--- config.mk ---
export PLATFORM = sky130hd
export DESIGN_NAME = bc4_channel_block_encoder
export DESIGN_NICKNAME = d
export VERILOG_FILES = /design/src/hw/rtl/bc4e_pkg.sv /design/src/hw/rtl/bc4e_front.sv /design/src/hw/rtl/bc4e_fifo.sv /design/src/hw/rtl/bc4e_back.sv /design/src/hw/rtl/bc4_channel_block_encoder.sv
export SDC_FILE = /design/constraint.sdc
export NUM_CORES = 1
export LEC_CHECK = 0
export BUFFER_PORTS_ARGS = -buffer_cell sky130_fd_sc_hd__buf_2
export CORE_UTILIZATION = 60
export DETAILED_ROUTE_END_ITERATION = 6
export GPL_TIMING_DRIVEN = 0
export PLACE_DENSITY_LB_ADDON = 0.1
export SLEW_MARGIN = 20
export SYNTH_ARGS = -nofsm -noshare
export SYNTH_HDL_FRONTEND = slang
export SYNTH_HIERARCHICAL = 1
export SYNTH_SLANG_ARGS = --single-unit
--- constraint.sdc ---
create_clock -name clk -period 18.6 [get_ports clk]
set_input_delay 3.72 -clock clk [delete_from_list [all_inputs] [get_ports clk]]
set_output_delay 3.72 -clock clk [all_outputs]
set_load 0.01 [all_outputs]
--- src/hw/rtl/bc4e_pkg.sv ---
// Shared types, codes and constants of the single-channel 4x4 block encoder.
package bc4e_pkg;

	// Texels in one 4x4 block, and the widths that follow from it.
	localparam int TEXELS = 16;
	localparam int TEX_AW = 4;
	localparam int IDX_W  = 3;
	localparam int BITS_W = TEXELS * IDX_W;

	// Palette entries and the interpolation step counter range.
	localparam int PAL_N = 8;
	localparam logic [IDX_W-1:0] PAL_FIRST = 3'd2;
	localparam logic [IDX_W-1:0] PAL_LAST  = 3'd7;
	localparam logic [IDX_W-1:0] PAL_ZERO  = 3'd6;

	// Numerator width: the largest is 6*255+254+3.
	localparam int NUM_W = 11;

	// Reciprocals for division by 7 and by 5 on numerators below 2048.
	localparam int RCP_W = 12;
	localparam logic [RCP_W-1:0] RECIP7 = 12'd2341;
	localparam int SHIFT7 = 14;
	localparam logic [RCP_W-1:0] RECIP5 = 12'd1639;
	localparam int SHIFT5 = 13;
	localparam int PROD_W = NUM_W + RCP_W;

	// Default depth of the queue between front and back.
	localparam int QUEUE_DEPTH_DEF = 4;

	typedef enum logic [1:0] {
		CH_RED   = 2'd0,
		CH_GREEN = 2'd1,
		CH_BLUE  = 2'd2,
		CH_ALPHA = 2'd3
	} ch_sel_t;

	typedef enum logic [1:0] {
		BK_LOAD,
		BK_PAL,
		BK_INDEX
	} back_state_t;

	// One classified texel request travelling from front to back.
	typedef struct packed {
		logic [7:0]        value;
		logic [TEX_AW-1:0] pos;
		logic              last;
		logic [7:0]        lo;
		logic [7:0]        hi;
	} q_entry_t;

endpackage

--- src/hw/rtl/bc4e_front.sv ---
// Front end: channel selection, texel position and running min/max tracking.
module bc4e_front
	import bc4e_pkg::*;
(
	input  logic      clk,
	input  logic      arst_n,
	input  logic      cfg_we,
	input  logic [1:0] cfg_wdata,
	input  logic      in_valid,
	output logic      in_stall,
	input  logic [7:0] red,
	input  logic [7:0] green,
	input  logic [7:0] blue,
	input  logic [7:0] alpha,
	input  logic      q_full,
	output logic      q_push,
	output q_entry_t  q_data
);

	ch_sel_t           chan_q;
	logic [TEX_AW-1:0] count_q;
	logic [7:0]        min_q;
	logic [7:0]        max_q;
	logic [7:0]        value;
	logic [7:0]        min_nx;
	logic [7:0]        max_nx;
	logic              last;

	assign in_stall = q_full;
	assign q_push   = in_valid && !q_full;

	always_comb begin
		unique case (chan_q)
			CH_RED:   value = red;
			CH_GREEN: value = green;
			CH_BLUE:  value = blue;
			CH_ALPHA: value = alpha;
			default:  value = alpha;
		endcase
	end

	assign min_nx = (value < min_q) ? value : min_q;
	assign max_nx = (value > max_q) ? value : max_q;
	assign last   = (count_q == TEX_AW'(TEXELS - 1));

	assign q_data.value = value;
	assign q_data.pos   = count_q;
	assign q_data.last  = last;
	assign q_data.lo    = min_nx;
	assign q_data.hi    = max_nx;

	always_ff @(posedge clk or negedge arst_n) begin
		if (!arst_n) begin
			chan_q  <= CH_ALPHA;
			count_q <= '0;
			min_q   <= 8'hFF;
			max_q   <= 8'h00;
		end else begin
			if (cfg_we) begin
				chan_q <= ch_sel_t'(cfg_wdata);
			end
			if (q_push) begin
				if (last) begin
					count_q <= '0;
					min_q   <= 8'hFF;
					max_q   <= 8'h00;
				end else begin
					count_q <= count_q + TEX_AW'(1);
					min_q   <= min_nx;
					max_q   <= max_nx;
				end
			end
		end
	end

endmodule

--- src/hw/rtl/bc4e_fifo.sv ---
// Short request queue between the front end and the back end.
module bc4e_fifo
	import bc4e_pkg::*;
#(
	parameter int DEPTH = QUEUE_DEPTH_DEF
) (
	input  logic     clk,
	input  logic     arst_n,
	input  logic     push,
	input  q_entry_t push_data,
	output logic     full,
	input  logic     pop,
	output q_entry_t pop_data,
	output logic     not_empty
);

	localparam int PTR_W = (DEPTH > 1) ? $clog2(DEPTH) : 1;
	localparam int CNT_W = $clog2(DEPTH + 1);

	q_entry_t         slot_q [DEPTH];
	logic [PTR_W-1:0] wr_ptr_q;
	logic [PTR_W-1:0] rd_ptr_q;
	logic [CNT_W-1:0] cnt_q;

	assign full      = (cnt_q == CNT_W'(DEPTH));
	assign not_empty = (cnt_q != '0);
	assign pop_data  = slot_q[rd_ptr_q];

	always_ff @(posedge clk) begin
		if (push) begin
			slot_q[wr_ptr_q] <= push_data;
		end
	end

	always_ff @(posedge clk or negedge arst_n) begin
		if (!arst_n) begin
			wr_ptr_q <= '0;
			rd_ptr_q <= '0;
			cnt_q    <= '0;
		end else begin
			if (push) begin
				wr_ptr_q <= (wr_ptr_q == PTR_W'(DEPTH - 1)) ? '0 : wr_ptr_q + PTR_W'(1);
			end
			if (pop) begin
				rd_ptr_q <= (rd_ptr_q == PTR_W'(DEPTH - 1)) ? '0 : rd_ptr_q + PTR_W'(1);
			end
			if (push && !pop) begin
				cnt_q <= cnt_q + CNT_W'(1);
			end else if (pop && !push) begin
				cnt_q <= cnt_q - CNT_W'(1);
			end
		end
	end

endmodule

--- src/hw/rtl/bc4e_back.sv ---
// Back end: texel store, palette build and per-texel nearest-entry search.
module bc4e_back
	import bc4e_pkg::*;
(
	input  logic              clk,
	input  logic              arst_n,
	input  logic              q_valid,
	input  q_entry_t          q_data,
	output logic              q_pop,
	output logic              out_valid,
	input  logic              out_stall,
	output logic [7:0]        endpoint_max,
	output logic [7:0]        endpoint_min,
	output logic [BITS_W-1:0] index_bits
);

	back_state_t       state_q;
	back_state_t       state_nx;
	logic [7:0]        store_q [TEXELS];
	logic [7:0]        cur_q;
	logic [7:0]        hi_q;
	logic [7:0]        lo_q;
	logic              mode7_q;
	logic [NUM_W-1:0]  num_q;
	logic [IDX_W-1:0]  k_q;
	logic [7:0]        pal_q [PAL_N];
	logic [TEX_AW-1:0] j_q;
	logic [BITS_W-1:0] idx_q;
	logic              res_valid_q;
	logic [7:0]        res_max_q;
	logic [7:0]        res_min_q;
	logic [BITS_W-1:0] res_bits_q;

	logic [PROD_W-1:0] prod;
	logic [7:0]        quot;
	logic [7:0]        pal_val;
	logic [TEX_AW-1:0] rd_addr;
	logic [IDX_W-1:0]  sel;
	logic [NUM_W-1:0]  num_init;
	logic              out_free;
	logic              last_texel;
	logic              idx_step;
	logic              load_done;
	logic              pal_done;

	// Interpolated entry: numerator times the reciprocal of 7 or 5.
	assign prod = PROD_W'(num_q) * PROD_W'(mode7_q ? RECIP7 : RECIP5);
	assign quot = mode7_q ? 8'(prod >> SHIFT7) : 8'(prod >> SHIFT5);

	always_comb begin
		pal_val = quot;
		if (!mode7_q && (k_q >= PAL_ZERO)) begin
			pal_val = (k_q == PAL_ZERO) ? 8'h00 : 8'hFF;
		end
	end

	// First numerator of the sequence; later ones step by (lo - hi).
	always_comb begin
		if (q_data.hi > q_data.lo) begin
			num_init = (NUM_W'(q_data.hi) << 2) + (NUM_W'(q_data.hi) << 1)
				+ NUM_W'(q_data.lo) + NUM_W'(3);
		end else begin
			num_init = (NUM_W'(q_data.hi) << 2) + NUM_W'(q_data.lo) + NUM_W'(2);
		end
	end

	// The store is read one texel ahead: texel 0 on the last palette cycle,
	// then the next texel on every search step.
	assign rd_addr = pal_done ? '0 : j_q + TEX_AW'(1);

	// Nearest palette entry; strict compare keeps the lower index on ties.
	always_comb begin
		logic [7:0] best_d;
		logic [7:0] d;
		best_d = 8'hFF;
		sel    = '0;
		for (int k = 0; k < PAL_N; k++) begin
			d = (cur_q >= pal_q[k]) ? (cur_q - pal_q[k]) : (pal_q[k] - cur_q);
			if ((k == 0) || (d < best_d)) begin
				best_d = d;
				sel    = IDX_W'(k);
			end
		end
	end

	assign out_free   = !res_valid_q || !out_stall;
	assign last_texel = (j_q == TEX_AW'(TEXELS - 1));

	always_comb begin
		state_nx = state_q;
		unique case (state_q)
			BK_LOAD: begin
				if (q_valid && q_data.last) begin
					state_nx = BK_PAL;
				end
			end
			BK_PAL: begin
				if (k_q == PAL_LAST) begin
					state_nx = BK_INDEX;
				end
			end
			BK_INDEX: begin
				if (last_texel && out_free) begin
					state_nx = BK_LOAD;
				end
			end
			default: state_nx = BK_LOAD;
		endcase
	end

	always_comb begin
		q_pop     = 1'b0;
		load_done = 1'b0;
		pal_done  = 1'b0;
		idx_step  = 1'b0;
		unique case (state_q)
			BK_LOAD: begin
				q_pop     = q_valid;
				load_done = q_valid && q_data.last;
			end
			BK_PAL: begin
				pal_done = (k_q == PAL_LAST);
			end
			BK_INDEX: begin
				idx_step = !last_texel || out_free;
			end
			default: begin
				q_pop = 1'b0;
			end
		endcase
	end

	always_ff @(posedge clk) begin
		if (q_pop) begin
			store_q[q_data.pos] <= q_data.value;
		end
		if (pal_done || idx_step) begin
			cur_q <= store_q[rd_addr];
		end
		if (load_done) begin
			hi_q     <= q_data.hi;
			lo_q     <= q_data.lo;
			mode7_q  <= (q_data.hi > q_data.lo);
			num_q    <= num_init;
			pal_q[0] <= q_data.hi;
			pal_q[1] <= q_data.lo;
		end
		if (state_q == BK_PAL) begin
			pal_q[k_q] <= pal_val;
			num_q      <= num_q - NUM_W'(hi_q) + NUM_W'(lo_q);
		end
		if (idx_step) begin
			idx_q <= {sel, idx_q[BITS_W-1:IDX_W]};
		end
		if (idx_step && last_texel) begin
			res_max_q  <= hi_q;
			res_min_q  <= lo_q;
			res_bits_q <= {sel, idx_q[BITS_W-1:IDX_W]};
		end
	end

	always_ff @(posedge clk or negedge arst_n) begin
		if (!arst_n) begin
			state_q     <= BK_LOAD;
			k_q         <= PAL_FIRST;
			j_q         <= '0;
			res_valid_q <= 1'b0;
		end else begin
			state_q <= state_nx;
			if (load_done || pal_done) begin
				k_q <= PAL_FIRST;
			end else if (state_q == BK_PAL) begin
				k_q <= k_q + IDX_W'(1);
			end
			if (idx_step) begin
				j_q <= last_texel ? '0 : j_q + TEX_AW'(1);
			end
			if (idx_step && last_texel) begin
				res_valid_q <= 1'b1;
			end else if (!out_stall) begin
				res_valid_q <= 1'b0;
			end
		end
	end

	assign out_valid    = res_valid_q;
	assign endpoint_max = res_max_q;
	assign endpoint_min = res_min_q;
	assign index_bits   = res_bits_q;

endmodule

--- src/hw/rtl/bc4_channel_block_encoder.sv ---
// The result follows the sixteenth texel through its pop from the queue (behind any requests
// queued ahead of that texel), six palette entries and sixteen searches.
// Per block: 16 loads, six palette entries from one shared reciprocal multiplier and 16
// searches; the front takes a texel a cycle until the queue is full.
// Reset (arst_n low) clears counters, running min/max to 255/0, channel select to alpha,
// the queue and the output valid; the texel store and palette need no reset.
module bc4_channel_block_encoder
	import bc4e_pkg::*;
#(
	parameter int QUEUE_DEPTH = QUEUE_DEPTH_DEF
) (
	input  logic              clk,
	input  logic              arst_n,
	input  logic              cfg_we,
	input  logic [1:0]        cfg_wdata,
	input  logic              in_valid,
	output logic              in_stall,
	input  logic [7:0]        red,
	input  logic [7:0]        green,
	input  logic [7:0]        blue,
	input  logic [7:0]        alpha,
	output logic              out_valid,
	input  logic              out_stall,
	output logic [7:0]        endpoint_max,
	output logic [7:0]        endpoint_min,
	output logic [BITS_W-1:0] index_bits
);

	// Classified texel requests: channel value, block position, and the
	// endpoints as they stand after this texel (final on the last one).
	q_entry_t push_data;
	q_entry_t pop_data;
	logic     q_push;
	logic     q_pop;
	logic     q_full;
	logic     q_not_empty;

	// The front end samples each texel with the channel select in force at
	// its own request, so a register write mid-block affects later texels only.
	bc4e_front u_front (
		.clk       (clk),
		.arst_n    (arst_n),
		.cfg_we    (cfg_we),
		.cfg_wdata (cfg_wdata),
		.in_valid  (in_valid),
		.in_stall  (in_stall),
		.red       (red),
		.green     (green),
		.blue      (blue),
		.alpha     (alpha),
		.q_full    (q_full),
		.q_push    (q_push),
		.q_data    (push_data)
	);

	// The queue lets the front keep taking texels of the next block while
	// the back end is still building the palette and indices of this one.
	bc4e_fifo #(
		.DEPTH (QUEUE_DEPTH)
	) u_fifo (
		.clk       (clk),
		.arst_n    (arst_n),
		.push      (q_push),
		.push_data (push_data),
		.full      (q_full),
		.pop       (q_pop),
		.pop_data  (pop_data),
		.not_empty (q_not_empty)
	);

	// The back end holds the finished result in its own register, so it can
	// return to loading the next block while the result waits to be taken.
	bc4e_back u_back (
		.clk          (clk),
		.arst_n       (arst_n),
		.q_valid      (q_not_empty),
		.q_data       (pop_data),
		.q_pop        (q_pop),
		.out_valid    (out_valid),
		.out_stall    (out_stall),
		.endpoint_max (endpoint_max),
		.endpoint_min (endpoint_min),
		.index_bits   (index_bits)
	);

`ifndef SYNTHESIS
	// The endpoints are the block maximum and minimum, so they never cross.
	a_endpoint_order: assert property (@(posedge clk) disable iff (!arst_n)
		out_valid |-> (endpoint_max >= endpoint_min))
		else $error("endpoint_max below endpoint_min");

	// Equal endpoints mean every texel equals them, which is palette entry 0.
	a_flat_block: assert property (@(posedge clk) disable iff (!arst_n)
		(out_valid && (endpoint_max == endpoint_min)) |-> (index_bits == '0))
		else $error("flat block with nonzero indices");

	// The back end only takes requests that the queue holds.
	a_pop_nonempty: assert property (@(posedge clk) disable iff (!arst_n)
		q_pop |-> q_not_empty)
		else $error("queue popped while empty");
`endif

endmodule
== Word level (Yosys, flattened, before mapping) ==
Memories as Yosys holds them, arrays and structs flattened. A register that Yosys moved wholly into a read port is not among the register bits.
Cells that the tools add are included.

* $add $sub $neg: 30
* Multipliers: 1
* Order comparisons: 19
* Equality and inequality tests: 16
* Muxes and demuxes: 63
* Reduce and logical (&&, ||, !) cells: 26

{| class="wikitable"
|+ Operators by type and width
! operator !! count
|-
| $mux W8 || 22
|-
| $sub A8 B8 Y8 || 16
|-
| $ge A8 B8 Y1 || 8
|-
| $lt A8 B8 Y1 || 8
|-
| $mux W11 || 3
|-
| $mux W3 || 11
|-
| $pmux W8 S4 || 1
|-
| $mul A11 B23 Y22 || 1
|-
| $add A11 B2 Y11 const B || 2
|-
| $add A11 B8 Y11 || 2
|-
| $gt A8 B8 Y1 || 2
|-
| $mux W1 || 16
|-
| $mux W12 || 1
|-
| $mux W4 || 3
|-
| $add A10 B8 Y11 || 1
|-
| $add A10 B9 Y11 || 1
|-
| $sub A11 B8 Y11 || 1
|-
| $eq A2 B2 Y1 const B || 5
|-
| $mux W2 || 5
|-
| $eq A3 B3 Y1 const B || 3
|-
| $add A4 B1 Y4 const B || 2
|-
| $eq A4 B4 Y1 const B || 2
|-
| $ne A2 B1 Y1 const B || 4
|-
| $reduce_or A8 Y1 || 1
|-
| 13 further kinds || 34
|}

* Bits in registers: 179
* Bits in writable memories: 308
* Bits of input ports: 39
* Output and inout port bits: 66
* Word-level logic and storage cells: 177
* Memories kept: 3

{| class="wikitable"
|+ Memories
! memory !! depth !! width !! read ports !! clocked after Yosys merged registers in !! write ports !! line !! source
|-
| u_back.store_q || 16 || 8 || 1 || 1 || 1 || bc4e_back.sv:19 || <nowiki>logic [7:0] store_q [TEXELS];</nowiki>
|-
| u_fifo.slot_q || 4 || 29 || 1 || 0 || 1 || bc4e_fifo.sv:20 || <nowiki>q_entry_t slot_q [DEPTH];</nowiki>
|-
| u_back.pal_q || 8 || 8 || 8 || 0 || 2 || bc4e_back.sv:26 || <nowiki>logic [7:0] pal_q [PAL_N];</nowiki>
|}

== Depth between registers and ports, before layout ==
An unclocked memory read counts as a cell.

* Depth after elaboration: 17
* Mapped depth: 85
* Depth with buffers taken out: 79

== Hierarchy ==
The synthesis kept the hierarchy.

{| class="wikitable"
|+ Modules (own cells, without submodules)
! module !! instances !! cells an instance !! area an instance (um^2)
|-
| bc4e_back || 1 || 2,045 || 23,446.2
|-
| bc4e_fifo || 1 || 188 || 4,600.7
|-
| bc4e_front || 1 || 154 || 1,679.1
|}

== Worst setup path before layout ==
Ideal clock, no wire load.

* Path kind: reg2reg
* Start: reg u_back.cur_q[1] (read register of u_back.store_q)
* End: reg u_back.idx_q[45], data pin
* Setup time: 0.160 ns
* Data arrival time: 15.108 ns
* Setup slack: 3.332 ns
* Cell stages (with the launch flop): 78
* Period minus slack after synthesis: 15.268 ns
* Cells stage by stage: edfxtp_1 -> inv_1 -> ha_1 -> a41oi_1 -> o21ai_2 -> a21oi_4 -> clkbuf_1 -> mux2_2 -> a21o_1 -> a31oi_1 -> o21ai_0 -> a221oi_1 -> xnor2_1 -> ha_1 -> a21oi_1 -> o21ai_0 -> a21o_1 -> a21oi_4 -> [... 42 more ...] -> buf_2 -> mux2i_1 -> inv_1 -> ha_1 -> a21o_1 -> a21o_1 -> a21oi_1 -> and3_1 -> a31oi_4 -> mux2i_1 -> ha_1 -> a21o_1 -> a21oi_1 -> nor4b_1 -> o21ai_0 -> nand2_1 -> nor3b_1 -> a2bb2oi_1

* Cells in the longest elaborated chain, start to end: 16

{| class="wikitable"
|+ RTL lines
! item !! line !! source
|-
| start: declaration || bc4e_back.sv:20 || <nowiki>logic [7:0] cur_q;</nowiki>
|-
| $sub A8 B8 Y8 / $ge A8 B8 Y1 (equally long branches) || bc4e_back.sv:78 || <nowiki>d = (cur_q >= pal_q[k]) ? (cur_q - pal_q[k]) : (pal_q[k] - cur_q);</nowiki>
|-
| $mux W8 || bc4e_back.sv:78 ||
|-
| $lt A8 B8 Y1 || bc4e_back.sv:79 || <nowiki>if ((k == 0) || (d < best_d)) begin</nowiki>
|-
| $mux W8 || bc4e_back.sv:79 ||
|-
| $lt A8 B8 Y1 || bc4e_back.sv:79 ||
|-
| $mux W8 || bc4e_back.sv:79 ||
|-
| $lt A8 B8 Y1 || bc4e_back.sv:79 ||
|-
| $mux W8 || bc4e_back.sv:79 ||
|-
| $lt A8 B8 Y1 || bc4e_back.sv:79 ||
|-
| $mux W8 || bc4e_back.sv:79 ||
|-
| $lt A8 B8 Y1 || bc4e_back.sv:79 ||
|-
| $mux W8 || bc4e_back.sv:79 ||
|-
| $lt A8 B8 Y1 || bc4e_back.sv:79 ||
|-
| $mux W8 || bc4e_back.sv:79 ||
|-
| $lt A8 B8 Y1 || bc4e_back.sv:79 ||
|-
| $mux W3 (*) || bc4e_back.sv:79 ||
|-
| via u_back.sel[0] || bc4e_back.sv:38 || <nowiki>logic [IDX_W-1:0] sel;</nowiki>
|-
| end signal: assignment || bc4e_back.sv:153 || <nowiki>idx_q <= {sel, idx_q[BITS_W-1:IDX_W]};</nowiki>
|-
| end: declaration || bc4e_back.sv:28 || <nowiki>logic [BITS_W-1:0] idx_q;</nowiki>
|}

Mark *: on every way through the listed nets, which the timed path passes. The rest lies on a longest branch.
A chain may end at the register's enable or synchronous reset.

== Worst setup path in the final report ==
* Start: reg u_back.cur_q[1] (read register of u_back.store_q)
* End: reg u_back.idx_q[47], data pin

Same word-level chain as after synthesis.

==> flow_summary.yaml <==
status:
  status: "finished clean"
global_route:
  grt_pass1_vias: 19000
  grt_pass1_wl_um: 104000
  grt_max_degree: 59
  antenna_found_initial: 1
  overflow: 0
  track_usage: 0.269
cts:
  cts_buffers: 51
  clkTransAtPathRegs_ns: 0.07
  htree_levels: 2
  root_buffer: "clkbuf_16"
  cts_buffer_depth: 3
  cts_sinks: 492
  clk_latency_ns: 0.62
  cts_tree: "yes"
place:
  dp_cells: 3171
  io_buffers: 104
  dpl_cell_area_mm2: 0.0314
  place_congestion: 0.876
  dp_hpwl_um: 49500
synthesis:
  synth-xor-area-share: 0.0250
  ys_async_sr_fraction: 0.0793
  synth_top_area_share: 0.458
  ys.flop_type: "edfxtp_1"
  synth_fa_ha_area_frac: 0.181
  postSynthAreaPerCell_um2: 12.5
  synth_mux_area_frac: 0.0837
  synth_top_family_by_area: "adder cells"
  synth_cell_types: 95
  synthTopCellsByArea: "edfxtp_1 (46%), ha_1 (12%), fa_1 (5.7%)"
  ys_seq_area_frac: 0.491
  syn_area_mm2: 0.0297
  yosys.area_share.simple: 0.0699
  synth_seq_cells: 492
  synth_compound_area_frac: 0.102
  synth_edf_count: 453
  ys_warn_count: 6
  yosys.area.top_type: "edfxtp_1"
  syn_inst: 2387
worst_setup_path:
  cp_data_required_time_ns: 18.87
  cp_max_fo: 13
  worst_path_max_delay_cell: "edfxtp_1"
  max_stage_delay_ns: 0.62
  crit_path_frequent_cell: "a21oi_1"
  end_kind: "flop"
  crit_arrival_ns: 17.71
  critPathKind: "flop to flop"
  start_kind: "flop"
die:
  die_w_um: 225
  die_height_um: 225
  row_count: 81
  dieArea_mm2: 0.0504
  core_area_mm2: 0.0490
  boundaryPins: 105
  initial_utilization: 0.607
detailed_routing:
  routedWlPerCell_um: 20.3
  dr.pass1.iters: 5
  vias: 19200
  drt_iter0_drc: 1445
  drc: 0
  drt_wl_total_um: 66800
  via_per_inst: 5.84
  drtAntennaViolNets: 0
final_layout:
  final_cells: 3285
  fin_nets: 2991
  area_delta_synth_final_pct: 11.9
  antenna_cells: 0
  fin_area_mm2: 0.0333
  fin_util: 0.679
  drive_gt1_frac: 0.150
job:
  max_cap_viol_count: 0
sta:
  grt_setup_unrepaired: "false"
  finalHoldViolations: 0
  max_freq_mhz: 57.4
  finalMaxSlewViolations: 0
  tightestPinTransition_ns: 1.12
  clock_skew_ns: 0.0549
  min_period_ns: 17.43
  tns_ns: 0
  setup_viol: 0
  max_slew_margin: 0.256
  fin_crit_sh: 0.937
hold_path:
  hp-class: "flop to flop"
[final timing paths]
path | cells after the start | from | slack [ns] | to
worst min-delay path | 0 | u_back/idx_q[3] | 0.42 | u_back/index_bits[0]
min in group asynchronous | 1 | arst_n | 3.25 | u_front/count_q[2]
worst max register to register | 76 | u_back/cur_q[1] | 1.17 | u_back/idx_q[47]
max in group asynchronous | 1 | arst_n | 14.74 | u_fifo/rd_ptr_q[0]
worst min register to register | 0 | u_back/idx_q[3] | 0.42 | u_back/index_bits[0]
worst max-delay path | 76 | u_back/cur_q[1] | 1.17 | u_back/idx_q[47]
[critical path: cells and delay by family, from the launching register on]
kind,cells,cell delay [ns]
compound gates,38,7.88
fa+ha+maj,8,2.55
simple gates,16,2.36
buf+inv,8,1.87
mux,5,1.54
flops,1,0.62
xor+xnor,1,0.19
[Yosys cell counts, types with 6 or more instances]
cell type,n
a31oi_1,11
edfxtp_1,453
buf_1,6
o211ai_1,24
clkbuf_1,38
nand2b_1,27
nor3_1,14
and3_1,11
inv_1,296
o22a_1,8
a21o_1,37
nand3_1,23
o21bai_1,10
o21ai_0,106
o221ai_1,12
mux2i_1,71
ha_1,289
a22o_1,8
a221o_1,10
and2_1,20
o21ai_1,7
xor2_1,24
mux2_2,50
or3_1,15
nand2_1,147
fa_1,85
buf_2,7
a21oi_1,142
nor2b_1,29
xnor2_1,61
o21a_1,9
a211oi_1,14
dfstp_2,11
dfrtp_1,28
nor2_1,103
mux4_2,49
nand4_1,20
[cells in the final DEF, fill, tap and decap left out, types with 70 or more instances in the layout]
master	netlist	final
mux2i_1	71	70
nor2_1	103	103
a21oi_1	142	142
nand2_1	147	147
inv_1	296	291
edfxtp_1	453	453
ha_1	289	289
fa_1	85	85
buf_2	7	111
o21ai_0	106	103
[area by class of cell]
cell class,count,area (um^2)
Sequential cell,492,14600
Clock inverter,24,272
Clock buffer,72,1450
Multi-Input combinational cell,1545,13800
Buffer,58,277
Timing Repair Buffer,134,877
Fill cell,3556,15700
Tap cell,664,831
Inverter,296,1130
[cells by family after synthesis]
logic type,count (synthesis)
DFF,492
adders and majority gates,380
buffers and inverters,355
muxes,177
and+or+nand+nor,432
other,2
xor gates and xnor gates,85
AOI/OAI and AO/OA,464
[per-stage QoR]
stage               worst slack [ns]  hold WS, ns
detailed placement           -0.0543        0.412
global placement              -0.362        0.406
floorplan                       3.33        0.400
CTS                            0.202        0.410
finish                          1.17        0.423
global route                  0.0495        0.420
[per-layer routing]
| layer | vias to the layer above | share of wire | global-route usage |
|---|---|---|---|
| met3 | 126 | 0.055 | 0.0396 |
| li1 | 9040 | - | - |
| met5 | - | 0 | 0 |
| met1 | 9471 | 0.43 | 0.367 |
| met2 | 557 | 0.48 | 0.440 |
| met4 | 0 | 0.029 | 0.101 |
[sequential cells by signal (all words and copies together), names as in the netlist, 3 cells and up]
name                 count
u_back/store_q         128
u_fifo/slot_q          116
u_back/pal_q            64
u_back/index_bits       48
u_back/idx_q            45
u_back/num_q            11
u_back/cur_q             8
u_back/endpoint_max      8
u_back/endpoint_min      8
u_back/hi_q              8
u_back/lo_q              8
u_front/max_q            8
u_front/min_q            8
u_back/j_q               4
u_front/count_q          4
u_back/k_q               3
u_fifo/cnt_q             3
[what timing repair did]
item | in CTS | in global routing
endpoints found under the setup margin | 2 | 6
hold buffers | 0 | 0
resized for setup | 3 | 4
buffers inserted | 5 | 14
Power is not shown: default switching activity piles up to over one toggle a cycle in this logic, so the estimate is an artifact.
